<file path="config.mk">
export PLATFORM = sky130hd
export DESIGN_NAME = ace_ctrl
export DESIGN_NICKNAME = d
export VERILOG_FILES = /design/src/rtl/core/ace_pkg.sv /design/src/rtl/core/ace_ctrl.sv
export SDC_FILE = /design/constraint.sdc
export NUM_CORES = 1
export LEC_CHECK = 0
export BUFFER_PORTS_ARGS = -buffer_cell sky130_fd_sc_hd__buf_2
export CORE_MARGIN = 10
export CORE_UTILIZATION = 35
export CTS_CLUSTER_DIAMETER = 200
export DETAILED_ROUTE_END_ITERATION = 6
export SLEW_MARGIN = 20
export SYNTH_ARGS = -nofsm -noshare
export SYNTH_HDL_FRONTEND = slang
export SYNTH_SLANG_ARGS = --single-unit
</file>
<file path="constraint.sdc">
create_clock -name clk_i -period 1.8 [get_ports clk_i]
set_input_delay 0.27 -clock clk_i [delete_from_list [all_inputs] [get_ports clk_i]]
set_output_delay 0.27 -clock clk_i [all_outputs]
set_load 0.02 [all_outputs]
</file>
<file path="src/rtl/core/ace_pkg.sv">
package ace_pkg;

  localparam int unsigned EntriesDef = 32;
  localparam int unsigned AddrW = 5;

  localparam logic [2:0] OP_LOOKUP = 3'd0;
  localparam logic [2:0] OP_LEARN  = 3'd1;
  localparam logic [2:0] OP_RESOLV = 3'd2;
  localparam logic [2:0] OP_TICK   = 3'd3;
  localparam logic [2:0] OP_CLEAR  = 3'd4;

  localparam logic [3:0] K_MISS    = 4'd0;
  localparam logic [3:0] K_HIT     = 4'd1;
  localparam logic [3:0] K_SEND    = 4'd2;
  localparam logic [3:0] K_QUEUED  = 4'd3;
  localparam logic [3:0] K_FULL    = 4'd4;
  localparam logic [3:0] K_REQUEST = 4'd5;
  localparam logic [3:0] K_FLUSH   = 4'd6;
  localparam logic [3:0] K_EXPIRED = 4'd7;
  localparam logic [3:0] K_DONE    = 4'd8;
  localparam logic [3:0] K_EVICTED = 4'd9;

  localparam logic [2:0] REG_TICK    = 3'd0;
  localparam logic [2:0] REG_STABLE  = 3'd1;
  localparam logic [2:0] REG_PENDING = 3'd2;
  localparam logic [2:0] REG_RETRY   = 3'd3;
  localparam logic [2:0] REG_MAXWAIT = 3'd4;
  localparam logic [2:0] REG_LIP     = 3'd5;
  localparam logic [2:0] REG_MASK    = 3'd6;

  typedef struct packed {
    logic [2:0]  op;
    logic [31:0] ip_addr;
    logic [47:0] mac_addr;
    logic [1:0]  iface;
  } in_t;

  typedef struct packed {
    logic [3:0]  kind;
    logic [31:0] ip_out;
    logic [47:0] mac_out;
    logic [1:0]  iface_out;
    logic [7:0]  waiting_count;
    logic        last;
  } res_t;

  typedef struct packed {
    logic [15:0] tick_period;
    logic [15:0] stable_timeout;
    logic [15:0] pending_timeout;
    logic [7:0]  retry_limit;
    logic [7:0]  max_waiting;
    logic [31:0] local_ip;
    logic [31:0] subnet_mask;
  } cfg_t;

  typedef enum logic [3:0] {
    CMD_NONE,
    CMD_LATCH,
    CMD_BCAST,
    CMD_SCAN,
    CMD_FOUND,
    CMD_MISS,
    CMD_EVICT,
    CMD_ALLOC,
    CMD_TICK,
    CMD_CLEAR,
    CMD_DONE
  } cmd_e;

  typedef struct packed {
    logic [2:0] op;
    logic       bcast;
    logic       match;
    logic       idx_last;
    logic       full;
    logic       tick_end;
  } status_t;

endpackage

</file>
<file path="src/rtl/core/ace_ctrl.sv">
module ace_ctrl (
  input  logic             clk_i,
  input  logic             rst_ni,
  input  logic             start,
  input  ace_pkg::status_t status_i,
  output ace_pkg::cmd_e    cmd_o,
  output logic             busy_o
);
  import ace_pkg::*;

  typedef enum logic [2:0] {
    S_IDLE, S_DISP, S_SCAN, S_ALLOC, S_TICK, S_CLEAR, S_DONE
  } state_e;

  state_e state_q, state_d;

  assign busy_o = (state_q != S_IDLE);

  always_comb begin
    state_d = state_q;
    cmd_o   = CMD_NONE;
    unique case (state_q)
      S_IDLE: begin
        if (start) begin
          cmd_o   = CMD_LATCH;
          state_d = S_DISP;
        end
      end
      S_DISP: begin
        if (status_i.op == OP_LOOKUP && status_i.bcast) begin
          cmd_o   = CMD_BCAST;
          state_d = S_IDLE;
        end else if (status_i.op == OP_LOOKUP || status_i.op == OP_LEARN ||
                     status_i.op == OP_RESOLV) begin
          state_d = S_SCAN;
        end else if (status_i.op == OP_TICK) begin
          state_d = S_TICK;
        end else if (status_i.op == OP_CLEAR) begin
          state_d = S_CLEAR;
        end else begin
          cmd_o   = CMD_DONE;
          state_d = S_IDLE;
        end
      end
      S_SCAN: begin
        if (status_i.match) begin
          cmd_o   = CMD_FOUND;
          state_d = (status_i.op == OP_LEARN) ? S_DONE : S_IDLE;
        end else if (status_i.idx_last) begin
          if (status_i.op == OP_LOOKUP) begin
            cmd_o   = CMD_MISS;
            state_d = S_IDLE;
          end else begin
            cmd_o   = status_i.full ? CMD_EVICT : CMD_NONE;
            state_d = S_ALLOC;
          end
        end else begin
          cmd_o = CMD_SCAN;
        end
      end
      S_ALLOC: begin
        cmd_o   = CMD_ALLOC;
        state_d = S_IDLE;
      end
      S_TICK: begin
        if (status_i.tick_end) begin
          cmd_o   = CMD_DONE;
          state_d = S_IDLE;
        end else begin
          cmd_o = CMD_TICK;
        end
      end
      S_CLEAR: begin
        cmd_o = CMD_CLEAR;
        if (status_i.idx_last) state_d = S_DONE;
      end
      S_DONE: begin
        cmd_o   = CMD_DONE;
        state_d = S_IDLE;
      end
      default: state_d = S_IDLE;
    endcase
  end

  always_ff @(posedge clk_i or negedge rst_ni) begin
    if (!rst_ni) state_q <= S_IDLE;
    else         state_q <= state_d;
  end

endmodule

</file>
==> reports/summary.txt <==
Status: finished, final reports clean
H-tree depth: 1
Biggest cell delay along the critical path: 0.43 ns
Die Y: 58.0 um
Clock Pin Slew Worst Setup and Hold Paths: 0.04 ns
Register area share after synthesis: 0.149
Top Registers: state_q: 3 flops
Setup tns final: 0 ns
Worst clock skew: 0.00134 ns
Synth top cells by count: 6 x a21oi_1, 6 x nor2_1, 4 x buf_6
TritonCTS Sinks: 3
Cell area after synthesis: 505 um^2
Worst EP arrival: 1.40 ns
TritonCTS clock tree: done
CP endpoint kind: output port
Crit-path max FO: 12
F_max: 0.599 GHz
Worst path bufs/invs: 2
Post-synth top area cell: dfrtp_1
Total Routing Usage GR: 0.0756
RSZ-0062 raised after global routing: no
GR met1 Demand/Resource: 0.0915
Die W: 58.0 um
WL final: 1.32 mm
Initial core utilization: 0.379
Mapped Nets: 74
Area delta synth->final: 15.8%
R2r setup slk: 0.42 ns
Antenna Nets Post-Route: 0
Number of synthesized flops with an enable pin: 0
FF+latch area: 77.6 um^2
Total CTS buffers: 3
Largest net degree at the start of global routing: 17
Peak supply drop: 0.422 mV
Reg2Reg Launch Point: state_q[0]
Global-route met3 utilization: 0.0283
Max reg flops: 3
Worst path top cell family by delay: flip-flops
Final worst path period share: 0.928
Most used routing layer: met2
Syn Inst Count: 63
Worst skew pair latency: 0.23 ns
Yosys cell types: 35
Setup Viol. Count Final: 0
Async SR Flop Fraction: 1.00
Initial antenna violation count: 0
Kind of critical path: reg -> out
Synth area leaders: dfrtp_1 15%, buf_6 8.9%, a21oi_1 5.9%
Slew margin rel.: 0.801
Die ar.: 3360 um^2
Pwr/cell area: 1410 nW/um^2
Period minus WS final: 1.67 ns
Wire per inst: 14.4 um
Initial DRC count: 20
Most used DFF post-synth: dfrtp_1
First-pass GRT wire length: 2.11 mm
Routed vias/inst: 5.90
Fin. max-slew vios: 0
#FFs+latches synth: 3
Layout Nets: 89
Grt met2 use: 0.115
CTS root buffer: clkbuf_4
Synth top area share: 0.149
Drc violations: 0
Filler cells: 149
MaxCap Viol Count: 0
Antenna fix cells: 0
GPL Wtd Cong: 0.802
Final Hold Viols: 0
Multi-input gate area: 364 um^2
CP required: 1.53 ns
Slowest CP cell: dfrtp_1
Synthesis warning total: 0
Crit path cell chain: buf_4 > nor2_2 > nand4_1 > o311ai_1 > buf_4
Vias in the first global route: 482
Global route total overflow: 0
Power Total: 823 uW
CTS max path bufs: 2
Cell Rows: 13
P_leak: 0.233 nW
Core box area: 1330 um^2
Boundary Pins: 16
IO buf count: 15
Syn Area/Cell: 8.02 um^2
DR pass1 iterations: 4
Share of cells above drive strength 1: 0.377
Largest reg by FF count: state_q
Crit path from: state_q[0]
R2R depth: 3
Crit start category: flop
Most used cell, CP: buf_4
Hold crit path type: in -> async
Levels on crit path: 5
Dpl hpwl: 1.01 mm
Vias: 543
Worst-margin pin slew: 0.299 ns
-- per-stage QoR --
| step | instance area [um^2] | worst slack, ns | instances | hold WS [ns] | utilization |
|---|---|---|---|---|---|
| 6_report | 586 | 0.130 | 92 | 0.358 | 0.439 |
| 5_1_grt | 586 | 0.00821 | 92 | 0.383 | 0.439 |
| 4_1_cts | 578 | 0.0573 | 92 | 0.360 | 0.433 |
| 3_5_place_dp | 542 | 0.313 | 87 | 0.0670 | 0.406 |
| 3_3_place_gp | 542 | 0.315 | 87 | 0.0666 | 0.406 |
| 2_1_floorplan | 505 | 0.262 | 63 | -0.0256 | - |
-- routing by layer --
layer | share of wire | wire [um]
met5 | 0 | 0
met4 | 0.011 | 14
met3 | 0.066 | 87
met2 | 0.47 | 619
met1 | 0.45 | 602
-- what timing repair did --
| action | 4_1_cts | 5_1_grt |
|---|---|---|
| endpoints found under the setup margin | 0 | 1 |
| hold buffers | 1 | 0 |
| buffers inserted | 0 | 0 |
| hold endpoints to repair | 3 | 0 |
| resized for setup | 0 | 4 |
-- report_power, final --
group / switching [mW] / total [mW] / internal [mW]
Clock: 0.0353 / 0.118 / 0.0831
Sequential: 0.0800 / 0.179 / 0.0987
Combinational: 0.282 / 0.526 / 0.244
-- logic make-up (layout without fill, tap and decap cells) --
| group | after synthesis | after routing | share of synthesized area |
|---|---|---|---|
| buf+inv | 8 | 22 | 0.136 |
| compound gates | 21 | 21 | 0.327 |
| simple gates | 31 | 31 | 0.389 |
| flops | 3 | 3 | 0.149 |
-- layout by cell type (no fill, tap or decap), types with 3 or more instances in the layout --
cell type / count
buf_2: 14
a21oi_1: 6
nor2_1: 5
nor2b_1: 3
clkbuf_4: 3
-- final cells by class --
class | count | area share
well taps | 15 | 0.0321
flip-flops and latches | 3 | 0.132
repair buffers | 17 | 0.162
clock buffers | 4 | 0.0449
inverters | 1 | 0.00641
multi-input cells | 52 | 0.622
-- worst paths after layout --
path	endpoint
setup / recovery	cmd_o[1]
hold / removal	state_q[0]
setup reg to reg	state_q[2]
hold reg to reg	state_q[0]
max in group asynchronous	state_q[2]
min in group clk_i	state_q[1]
No activity file was read; power rests on OpenSTA's default activity.
