$ cat config.mk
export PLATFORM = sky130hd
export DESIGN_NAME = ace_cfg
export DESIGN_NICKNAME = d
export VERILOG_FILES = /design/src/rtl/core/ace_pkg.sv /design/src/rtl/core/ace_cfg.sv
export SDC_FILE = /design/constraint.sdc
export NUM_CORES = 1
export LEC_CHECK = 0
export BUFFER_PORTS_ARGS = -buffer_cell sky130_fd_sc_hd__buf_2
export CORE_ASPECT_RATIO = 0.5
export CORE_MARGIN = 2
export CORE_UTILIZATION = 40
export CTS_BUF_LIST = sky130_fd_sc_hd__clkbuf_8 sky130_fd_sc_hd__clkbuf_16
export CTS_CLUSTER_SIZE = 24
export DETAILED_ROUTE_END_ITERATION = 7
export HOLD_SLACK_MARGIN = 0.03
export PLACE_DENSITY = 0.64
export RECOVER_POWER = 100
export SLEW_MARGIN = 30
export SYNTH_ARGS = -nofsm -noshare
export SYNTH_HDL_FRONTEND = slang
export SYNTH_SLANG_ARGS = --single-unit
$ cat constraint.sdc
create_clock -name clk_i -period 1.41 [get_ports clk_i]
set_input_delay 0.141 -clock clk_i [delete_from_list [all_inputs] [get_ports clk_i]]
set_output_delay 0.141 -clock clk_i [all_outputs]
set_load 0.1 [all_outputs]
$ cat src/rtl/core/ace_pkg.sv
package ace_pkg;

  localparam int unsigned EntriesDef = 32;
  localparam int unsigned AddrW = 5;

  localparam logic [2:0] OP_LOOKUP = 3'd0;
  localparam logic [2:0] OP_LEARN  = 3'd1;
  localparam logic [2:0] OP_RESOLV = 3'd2;
  localparam logic [2:0] OP_TICK   = 3'd3;
  localparam logic [2:0] OP_CLEAR  = 3'd4;

  localparam logic [3:0] K_MISS    = 4'd0;
  localparam logic [3:0] K_HIT     = 4'd1;
  localparam logic [3:0] K_SEND    = 4'd2;
  localparam logic [3:0] K_QUEUED  = 4'd3;
  localparam logic [3:0] K_FULL    = 4'd4;
  localparam logic [3:0] K_REQUEST = 4'd5;
  localparam logic [3:0] K_FLUSH   = 4'd6;
  localparam logic [3:0] K_EXPIRED = 4'd7;
  localparam logic [3:0] K_DONE    = 4'd8;
  localparam logic [3:0] K_EVICTED = 4'd9;

  localparam logic [2:0] REG_TICK    = 3'd0;
  localparam logic [2:0] REG_STABLE  = 3'd1;
  localparam logic [2:0] REG_PENDING = 3'd2;
  localparam logic [2:0] REG_RETRY   = 3'd3;
  localparam logic [2:0] REG_MAXWAIT = 3'd4;
  localparam logic [2:0] REG_LIP     = 3'd5;
  localparam logic [2:0] REG_MASK    = 3'd6;

  typedef struct packed {
    logic [2:0]  op;
    logic [31:0] ip_addr;
    logic [47:0] mac_addr;
    logic [1:0]  iface;
  } in_t;

  typedef struct packed {
    logic [3:0]  kind;
    logic [31:0] ip_out;
    logic [47:0] mac_out;
    logic [1:0]  iface_out;
    logic [7:0]  waiting_count;
    logic        last;
  } res_t;

  typedef struct packed {
    logic [15:0] tick_period;
    logic [15:0] stable_timeout;
    logic [15:0] pending_timeout;
    logic [7:0]  retry_limit;
    logic [7:0]  max_waiting;
    logic [31:0] local_ip;
    logic [31:0] subnet_mask;
  } cfg_t;

  typedef enum logic [3:0] {
    CMD_NONE,
    CMD_LATCH,
    CMD_BCAST,
    CMD_SCAN,
    CMD_FOUND,
    CMD_MISS,
    CMD_EVICT,
    CMD_ALLOC,
    CMD_TICK,
    CMD_CLEAR,
    CMD_DONE
  } cmd_e;

  typedef struct packed {
    logic [2:0] op;
    logic       bcast;
    logic       match;
    logic       idx_last;
    logic       full;
    logic       tick_end;
  } status_t;

endpackage

$ cat src/rtl/core/ace_cfg.sv
module ace_cfg (
  input  logic                      clk_i,
  input  logic                      rst_ni,
  input  logic                      psel,
  input  logic                      penable,
  input  logic                      pwrite,
  input  logic [ace_pkg::AddrW-1:0] paddr,
  input  logic [31:0]               pwdata,
  output logic [31:0]               prdata,
  output logic                      pready,
  output ace_pkg::cfg_t             cfg_o
);
  import ace_pkg::*;

  cfg_t       cfg_q;
  logic [2:0] rsel;

  assign rsel   = paddr[4:2];
  assign pready = 1'b1;
  assign cfg_o  = cfg_q;

  always_ff @(posedge clk_i or negedge rst_ni) begin
    if (!rst_ni) begin
      cfg_q.tick_period     <= 16'd1000;
      cfg_q.stable_timeout  <= 16'd20000;
      cfg_q.pending_timeout <= 16'd1000;
      cfg_q.retry_limit     <= 8'd5;
      cfg_q.max_waiting     <= 8'd100;
      cfg_q.local_ip        <= 32'h0000_0000;
      cfg_q.subnet_mask     <= 32'hFFFF_FF00;
    end else if (psel && penable && pwrite) begin
      unique case (rsel)
        REG_TICK:    cfg_q.tick_period     <= pwdata[15:0];
        REG_STABLE:  cfg_q.stable_timeout  <= pwdata[15:0];
        REG_PENDING: cfg_q.pending_timeout <= pwdata[15:0];
        REG_RETRY:   cfg_q.retry_limit     <= pwdata[7:0];
        REG_MAXWAIT: cfg_q.max_waiting     <= pwdata[7:0];
        REG_LIP:     cfg_q.local_ip        <= pwdata;
        REG_MASK:    cfg_q.subnet_mask     <= pwdata;
        default: ;
      endcase
    end
  end

  always_comb begin
    unique case (rsel)
      REG_TICK:    prdata = {16'd0, cfg_q.tick_period};
      REG_STABLE:  prdata = {16'd0, cfg_q.stable_timeout};
      REG_PENDING: prdata = {16'd0, cfg_q.pending_timeout};
      REG_RETRY:   prdata = {24'd0, cfg_q.retry_limit};
      REG_MAXWAIT: prdata = {24'd0, cfg_q.max_waiting};
      REG_LIP:     prdata = cfg_q.local_ip;
      REG_MASK:    prdata = cfg_q.subnet_mask;
      default:     prdata = 32'd0;
    endcase
  end

endmodule

==> results of run 1 <==
[final timing paths]
path | start | to | cells after the start
worst min register to register | cfg_o[34] | cfg_o[34] | 1
worst max-delay path | cfg_o[87] | prdata[7] | 4
worst min-delay path | pwdata[11] | cfg_o[43] | 2
min in group asynchronous | rst_ni | cfg_o[55] | 2
worst max register to register | cfg_o[85] | cfg_o[85] | 4
max in group asynchronous | rst_ni | cfg_o[76] | 3
[power groups by stage]
stage	logic [uW]	clock network, uW	registers, uW
2_1_floorplan	2140	0	10900
3_3_place_gp	10400	0	5560
3_5_place_dp	10500	0	5610
4_1_cts	11000	4320	5530
5_1_grt	11400	4490	5630
6_report	11100	4250	5540
[cell usage in the layout (no fill, tap or decap), drive strengths merged]
cell,Yosys,layout
a22oi,24,24
inv,1,3
mux2,136,136
a221oi,8,8
dfrtp,82,82
a22o,8,8
a31oi,8,8
conb,1,1
buf,25,287
dlygate4sd3,0,21
a21oi,8,8
mux2i,24,24
clkinv,0,8
or2,8,8
or3,2,2
dfstp,46,46
nor2,6,6
clkinvlp,0,3
nand2,9,9
nand4b,1,1
nor2b,20,20
clkbuf,6,42
nand4,1,1
bufinv,0,2
nand2b,2,2
[metal layers]
| metal | track usage [%] | share of wire (%) | wire [um] | vias to the layer above |
|---|---|---|---|---|
| met2 | 43.71 | 52 | 9915 | 129 |
| met1 | 30.74 | 43 | 8192 | 2545 |
| li1 | - | - | - | 2210 |
| met4 | 5.191 | 0.78 | 150 | 0 |
| met5 | 0 | 0 | 0 | - |
| met3 | 6.187 | 5.2 | 993 | 12 |
[through the flow]
step | util, % | hold WS (ns) | power (uW) | instance area, sq um | setup WS, ns
finish | 75.69 | 0.03646 | 20900 | 11040 | -0.4827
floorplan | - | -0.1546 | 13020 | 6823 | -0.4949
global route | 75.69 | 0.03243 | 21540 | 11040 | -0.5326
detailed placement | 67.16 | 0.05782 | 16060 | 9794 | -0.2591
global placement | 67.16 | 0.04669 | 15940 | 9794 | -0.2095
CTS | 75.56 | 0.03237 | 20870 | 11020 | -0.4926
[synth_stat cells, drive strengths merged, types with 2 or more instances]
cell	count	area (sq um)
nand2	9	33.78
or2	8	50.05
dfrtp	82	2052
mux2i	24	240.2
dfstp	46	1209
a221oi	8	70.07
a31oi	8	50.05
mux2	136	1607
a22oi	24	180.2
nor2b	20	125.1
a21oi	8	40.04
nor2	6	30.03
a22o	8	70.07
or3	2	12.51
nand2b	2	12.51
clkbuf	6	22.52
buf	25	170.2
[cells by family after synthesis]
logic type / count (synthesis) / synth area share (%)
AO/OA/AOI/OAI: 56 / 6.826
buffers and inverters: 32 / 3.267
flip-flops: 128 / 54.24
multiplexers: 160 / 30.72
other: 1 / 0.06238
AND/OR/NAND/NOR: 49 / 4.891
[repair_timing]
action                     4_1_cts  5_1_grt
setup endpoints to repair       60       76
hold buffers                    21        0
resized for setup               58       36
setup buffers                   26       29
pin swaps                       18        3
hold endpoints to repair       137        0
[worst max-delay path: stages, from the launching register on]
cell	delay, ns
dfstp_4	0.63
mux2i_4	0.07
a22o_1	0.27
a31oi_4	0.17
buf_12	0.19
[layout make-up]
cell class	count	area share, %
clock buffers	17	3.854
flip-flops and latches	128	32.35
well taps	198	2.244
repair buffers	333	31.91
multi-input cells	266	28.29
clock inverters	15	1.326
inverters	1	0.03400
==> out/metrics.cfg, run 1 <==
[finish]
layout-drive-gt1-share_pct=88.82
multi_input_area_sq_um=3123
largest_reg_flops=128
n_antenna_cell=0
area_growth_pct=83.62
instances_no_fill=958
n_fill_cell=957
seqCellArea_sq_um=3571
num-nets-final=789

[grt]
grt_first_pass_wirelength_um=30620
grt_overflow=0
grt_pass1_vias=5373
antenna_found_initial=0
grt_max_degree=61
grtUsageTotal_pct=24.77

[clocking]
htreeDepth=4
cts_tree=built
cts_sinks=128
cts_buffer_depth=2
path_clk_slew_ns=0.06
clk_latency_ns=0.40
numCtsBuffers=17
cts_root_buffer=clkbuf_16

[outcome]
violations=setup timing
outcome=complete, but fails checks

[floorplanning]
num_rows=31
dieArea_sq_um=16090
core_sq_um=14580
die_h_um=90.69
die_w_um=177.4
io_pins=203
start_util_pct=41.22

[timing]
max_freq_mhz=528.4
period_share_pct=134.2
rsz0062_at_grt=yes
max_slew_margin_pct=41.14
finalSetupViolations=68
tns_ns=-10.80
fin_ws_ns=-0.4827
clock_skew_ns=0
hold_viol=0
tightest_slew_ns=0.8796
post-route-min-period_ns=1.893
maxSlewViolCount=0

[logic_synthesis]
synth_cell_types=27
syn_nets=468
ys_ff_latch=128
netlist_area_sq_um=6012
synth_async_sr_flop_share_pct=100.0
synth_edf_count=0
synth_ff_type=dfrtp_1
syn_inst=426
yosysSeqAreaShare_pct=54.24
syn_area_per_cell_sq_um=14.11
ys_warn_count=0

[setup_path]
worstPathArrival_ns=1.75
critPathLaunchType=register
crit_type=reg2out
end_kind=output port
required_ns=1.27
regToRegSetupSlack_ns=0.27
worstPathMaxFanout=2

[pwr]
p_sw_uw=9944
power.leakage_uw=0.004865
swShare_pct=47.58
powerDensity_nw_per_um2=1893
peakVddDrop_v=0.001114
seq_power_share_pct=26.5
combPwrFrac_pct=53.2
clockPowerShare_pct=20.3
p_int_uw=10960

[detailed_routing]
wl_per_cell_um=20.09
viasPerCell=5.111
wirelength_um=19250
first_pass_iters=4
drtAntennaViolNets=0
drc=0
drt-initial-drc-count=202
vias=4896

[place]
dp_cells=865
place_hpwl_um=13110
globalplace.congestion=0.7758
portBuffers=199

[min_path]
min_path_type=in2reg

[run]
cap_violations=0

No activity file was read; power rests on OpenSTA's default activity.
==> run 2, diff against run 1 <==
--- a/config.mk
+++ b/config.mk
@@ -13,7 +13,7 @@
 export CTS_CLUSTER_SIZE = 24
 export DETAILED_ROUTE_END_ITERATION = 7
 export HOLD_SLACK_MARGIN = 0.03
-export PLACE_DENSITY = 0.64
+export PLACE_DENSITY = 0.66
 export RECOVER_POWER = 100
 export SLEW_MARGIN = 30
 export SYNTH_ARGS = -nofsm -noshare
==> constraint.sdc (replaced) <==
create_clock -name clk_i -period 1.6 [get_ports clk_i]
set_input_delay 0.16 -clock clk_i [delete_from_list [all_inputs] [get_ports clk_i]]
set_output_delay 0.16 -clock clk_i [all_outputs]
set_load 0.1 [all_outputs]
==> out/metrics.cfg, run 2 (synthesis results as in run 1) <==
[outcome]
outcome=complete, but fails checks
violations=setup timing

[place]
dp_cells=833  ; -3.7%
place_hpwl_um=12390  ; -5.5%
placed_area_sq_um=8838  ; -9.8%
globalplace.congestion=0.7348  ; -5.3%
portBuffers=199  ; unchanged

[floorplanning]
die_h_um=90.69  ; unchanged
core_sq_um=14580  ; unchanged
start_util_pct=41.22  ; unchanged
dieArea_sq_um=16090  ; unchanged
io_pins=203  ; unchanged
num_rows=31  ; unchanged
die_w_um=177.4  ; unchanged

[timing]
hold_viol=0  ; unchanged
clock_skew_ns=0  ; unchanged
period_share_pct=118.0
finalSetupViolations=19  ; -72%
maxSlewViolCount=0  ; unchanged
max_slew_margin_pct=50.54  ; +9.4 points
fin_ws_ns=-0.2886  ; +0.1940 ns
tightest_slew_ns=0.7419  ; -0.1377 ns
tns_ns=-3.809  ; +6.987 ns
max_freq_mhz=529.5
rsz0062_at_grt=yes
post-route-min-period_ns=1.889

[detailed_routing]
wirelength_um=17860  ; -7.2%
drc=0  ; unchanged
drtAntennaViolNets=0  ; unchanged
viasPerCell=5.116  ; about the same
wl_per_cell_um=19.65  ; -2.2%
drt-initial-drc-count=169  ; -16%
first_pass_iters=4  ; unchanged
vias=4650  ; -5.0%

[min_path]
whs_endpoint=cfg_o[121]
min_path_type=in2reg
worstHoldPathCells=2  ; unchanged
hold_start=pwdata[9]

[clocking]
cts_buffer_depth=2  ; unchanged
htreeDepth=4  ; unchanged
cts_sinks=128  ; unchanged
numCtsBuffers=17  ; unchanged
clk_latency_ns=0.40  ; about the same
path_clk_slew_ns=0.06  ; about the same
cts_tree=built
cts_root_buffer=clkbuf_16

[grt]
antenna_found_initial=0  ; unchanged
grt_first_pass_wirelength_um=28270  ; -7.7%
grt_pass1_vias=4950  ; -7.9%
grt_overflow=0  ; unchanged
grtUsageTotal_pct=23.03  ; -1.7 points
grt_max_degree=43  ; -30%

[finish]
instances_no_fill=909  ; -5.1%
layout_commonest_cell=mux2_2
num-nets-final=740  ; -6.2%
final_cell_mix=mux2_2 (110), clkbuf_2 (89), dfrtp_2 (68)
largest_reg_flops=128  ; unchanged
n_antenna_cell=0  ; unchanged
stdcell_area_sq_um=9767  ; -12%
area_growth_pct=62.46
layout-drive-gt1-share_pct=83.26  ; -5.6 points

[setup_path]
r2r_end=cfg_o[127]
end_kind=output port
regToRegSetupSlack_ns=0.57  ; +0.30 ns
worstPathArrival_ns=1.73  ; -0.02 ns
reg2reg_depth=2  ; -2
crit_type=reg2out
rr_startpoint=cfg_o[127]
critPathLaunchType=register
worstPathMaxFanout=2  ; unchanged
required_ns=1.44  ; +0.17 ns
path_cells=mux2_2 -> a221oi_2 -> buf_4 -> a21oi_4 -> buf_12
cp_slowest_cell=dfrtp_4
max_stage_delay_ns=0.47  ; -0.16 ns

[run]
cap_violations=0  ; unchanged

[pwr]
power.leakage_uw=0.004251  ; -13%
peakVddDrop_v=0.0009558  ; -14%
powerDensity_nw_per_um2=1774  ; -6.3%

## run 2: critical path, delay by kind of cell (launching register included)
| family | cells | cell delay, ns |
|---|---|---|
| flops | 1 | 0.47 |
| buf+inv | 2 | 0.33 |
| compound gates | 2 | 0.25 |
| mux | 1 | 0.27 |
## run 2: layout make-up
cell class	count	area, sq um
inverters	1	3.754
clock buffers	19	452.9
fillers	1132	4817
multi-input cells	266	2995
flip-flops and latches	128	3571
repair buffers	284	2312
clock inverters	13	183.9
well taps	198	247.7
## run 2: where the power goes
part / switching [uW] / total [uW] / internal [uW]
logic: 6460 / 8350 / 1890
clock network: 1450 / 4140 / 2690
registers: 537 / 4840 / 4300
## run 2: how the worst max path moves through the flow
stage / startpoint / endpoint / slack (ns) / depth (start not counted)
after CTS: cfg_o[125] / prdata[13] / -0.31 / 5
after global routing: cfg_o[125] / prdata[13] / -0.36 / 5
after global placement: paddr[2] / prdata[5] / -0.13 / 5
after detailed placement: paddr[2] / prdata[2] / -0.16 / 5
after floorplan: cfg_o[72] / prdata[0] / -0.32 / 3
final: cfg_o[111] / prdata[15] / -0.29 / 5
## run 2: through the flow
stage | power (uW) | hold WS (ns) | utilization [%] | worst slack, ns
2_1_floorplan | 11460 | -0.1356 | - | -0.3239
3_3_place_gp | 12900 | 0.1295 | 60.60 | -0.1264
3_5_place_dp | 12990 | 0.1348 | 60.60 | -0.1616
4_1_cts | 17540 | 0.03263 | 68.37 | -0.3051
5_1_grt | 17930 | 0.02599 | 66.97 | -0.3640
6_report | 17330 | 0.04228 | 66.97 | -0.2886
## run 2: layer usage
layer	GRT usage [%]	vias up	share of wire [%]
li1	-	2118	-
met2	38.94	127	50
met5	0	-	0
met4	4.918	0	0.69
met3	6.524	11	5.1
met1	29.45	2394	44
## run 2: timing repair
action,in CTS,in global routing
endpoints found under the setup margin,77,44
hold buffers,18,1
pin swaps,9,4
buffers inserted,21,4
gates resized for setup,55,15
hold endpoints to repair,58,2
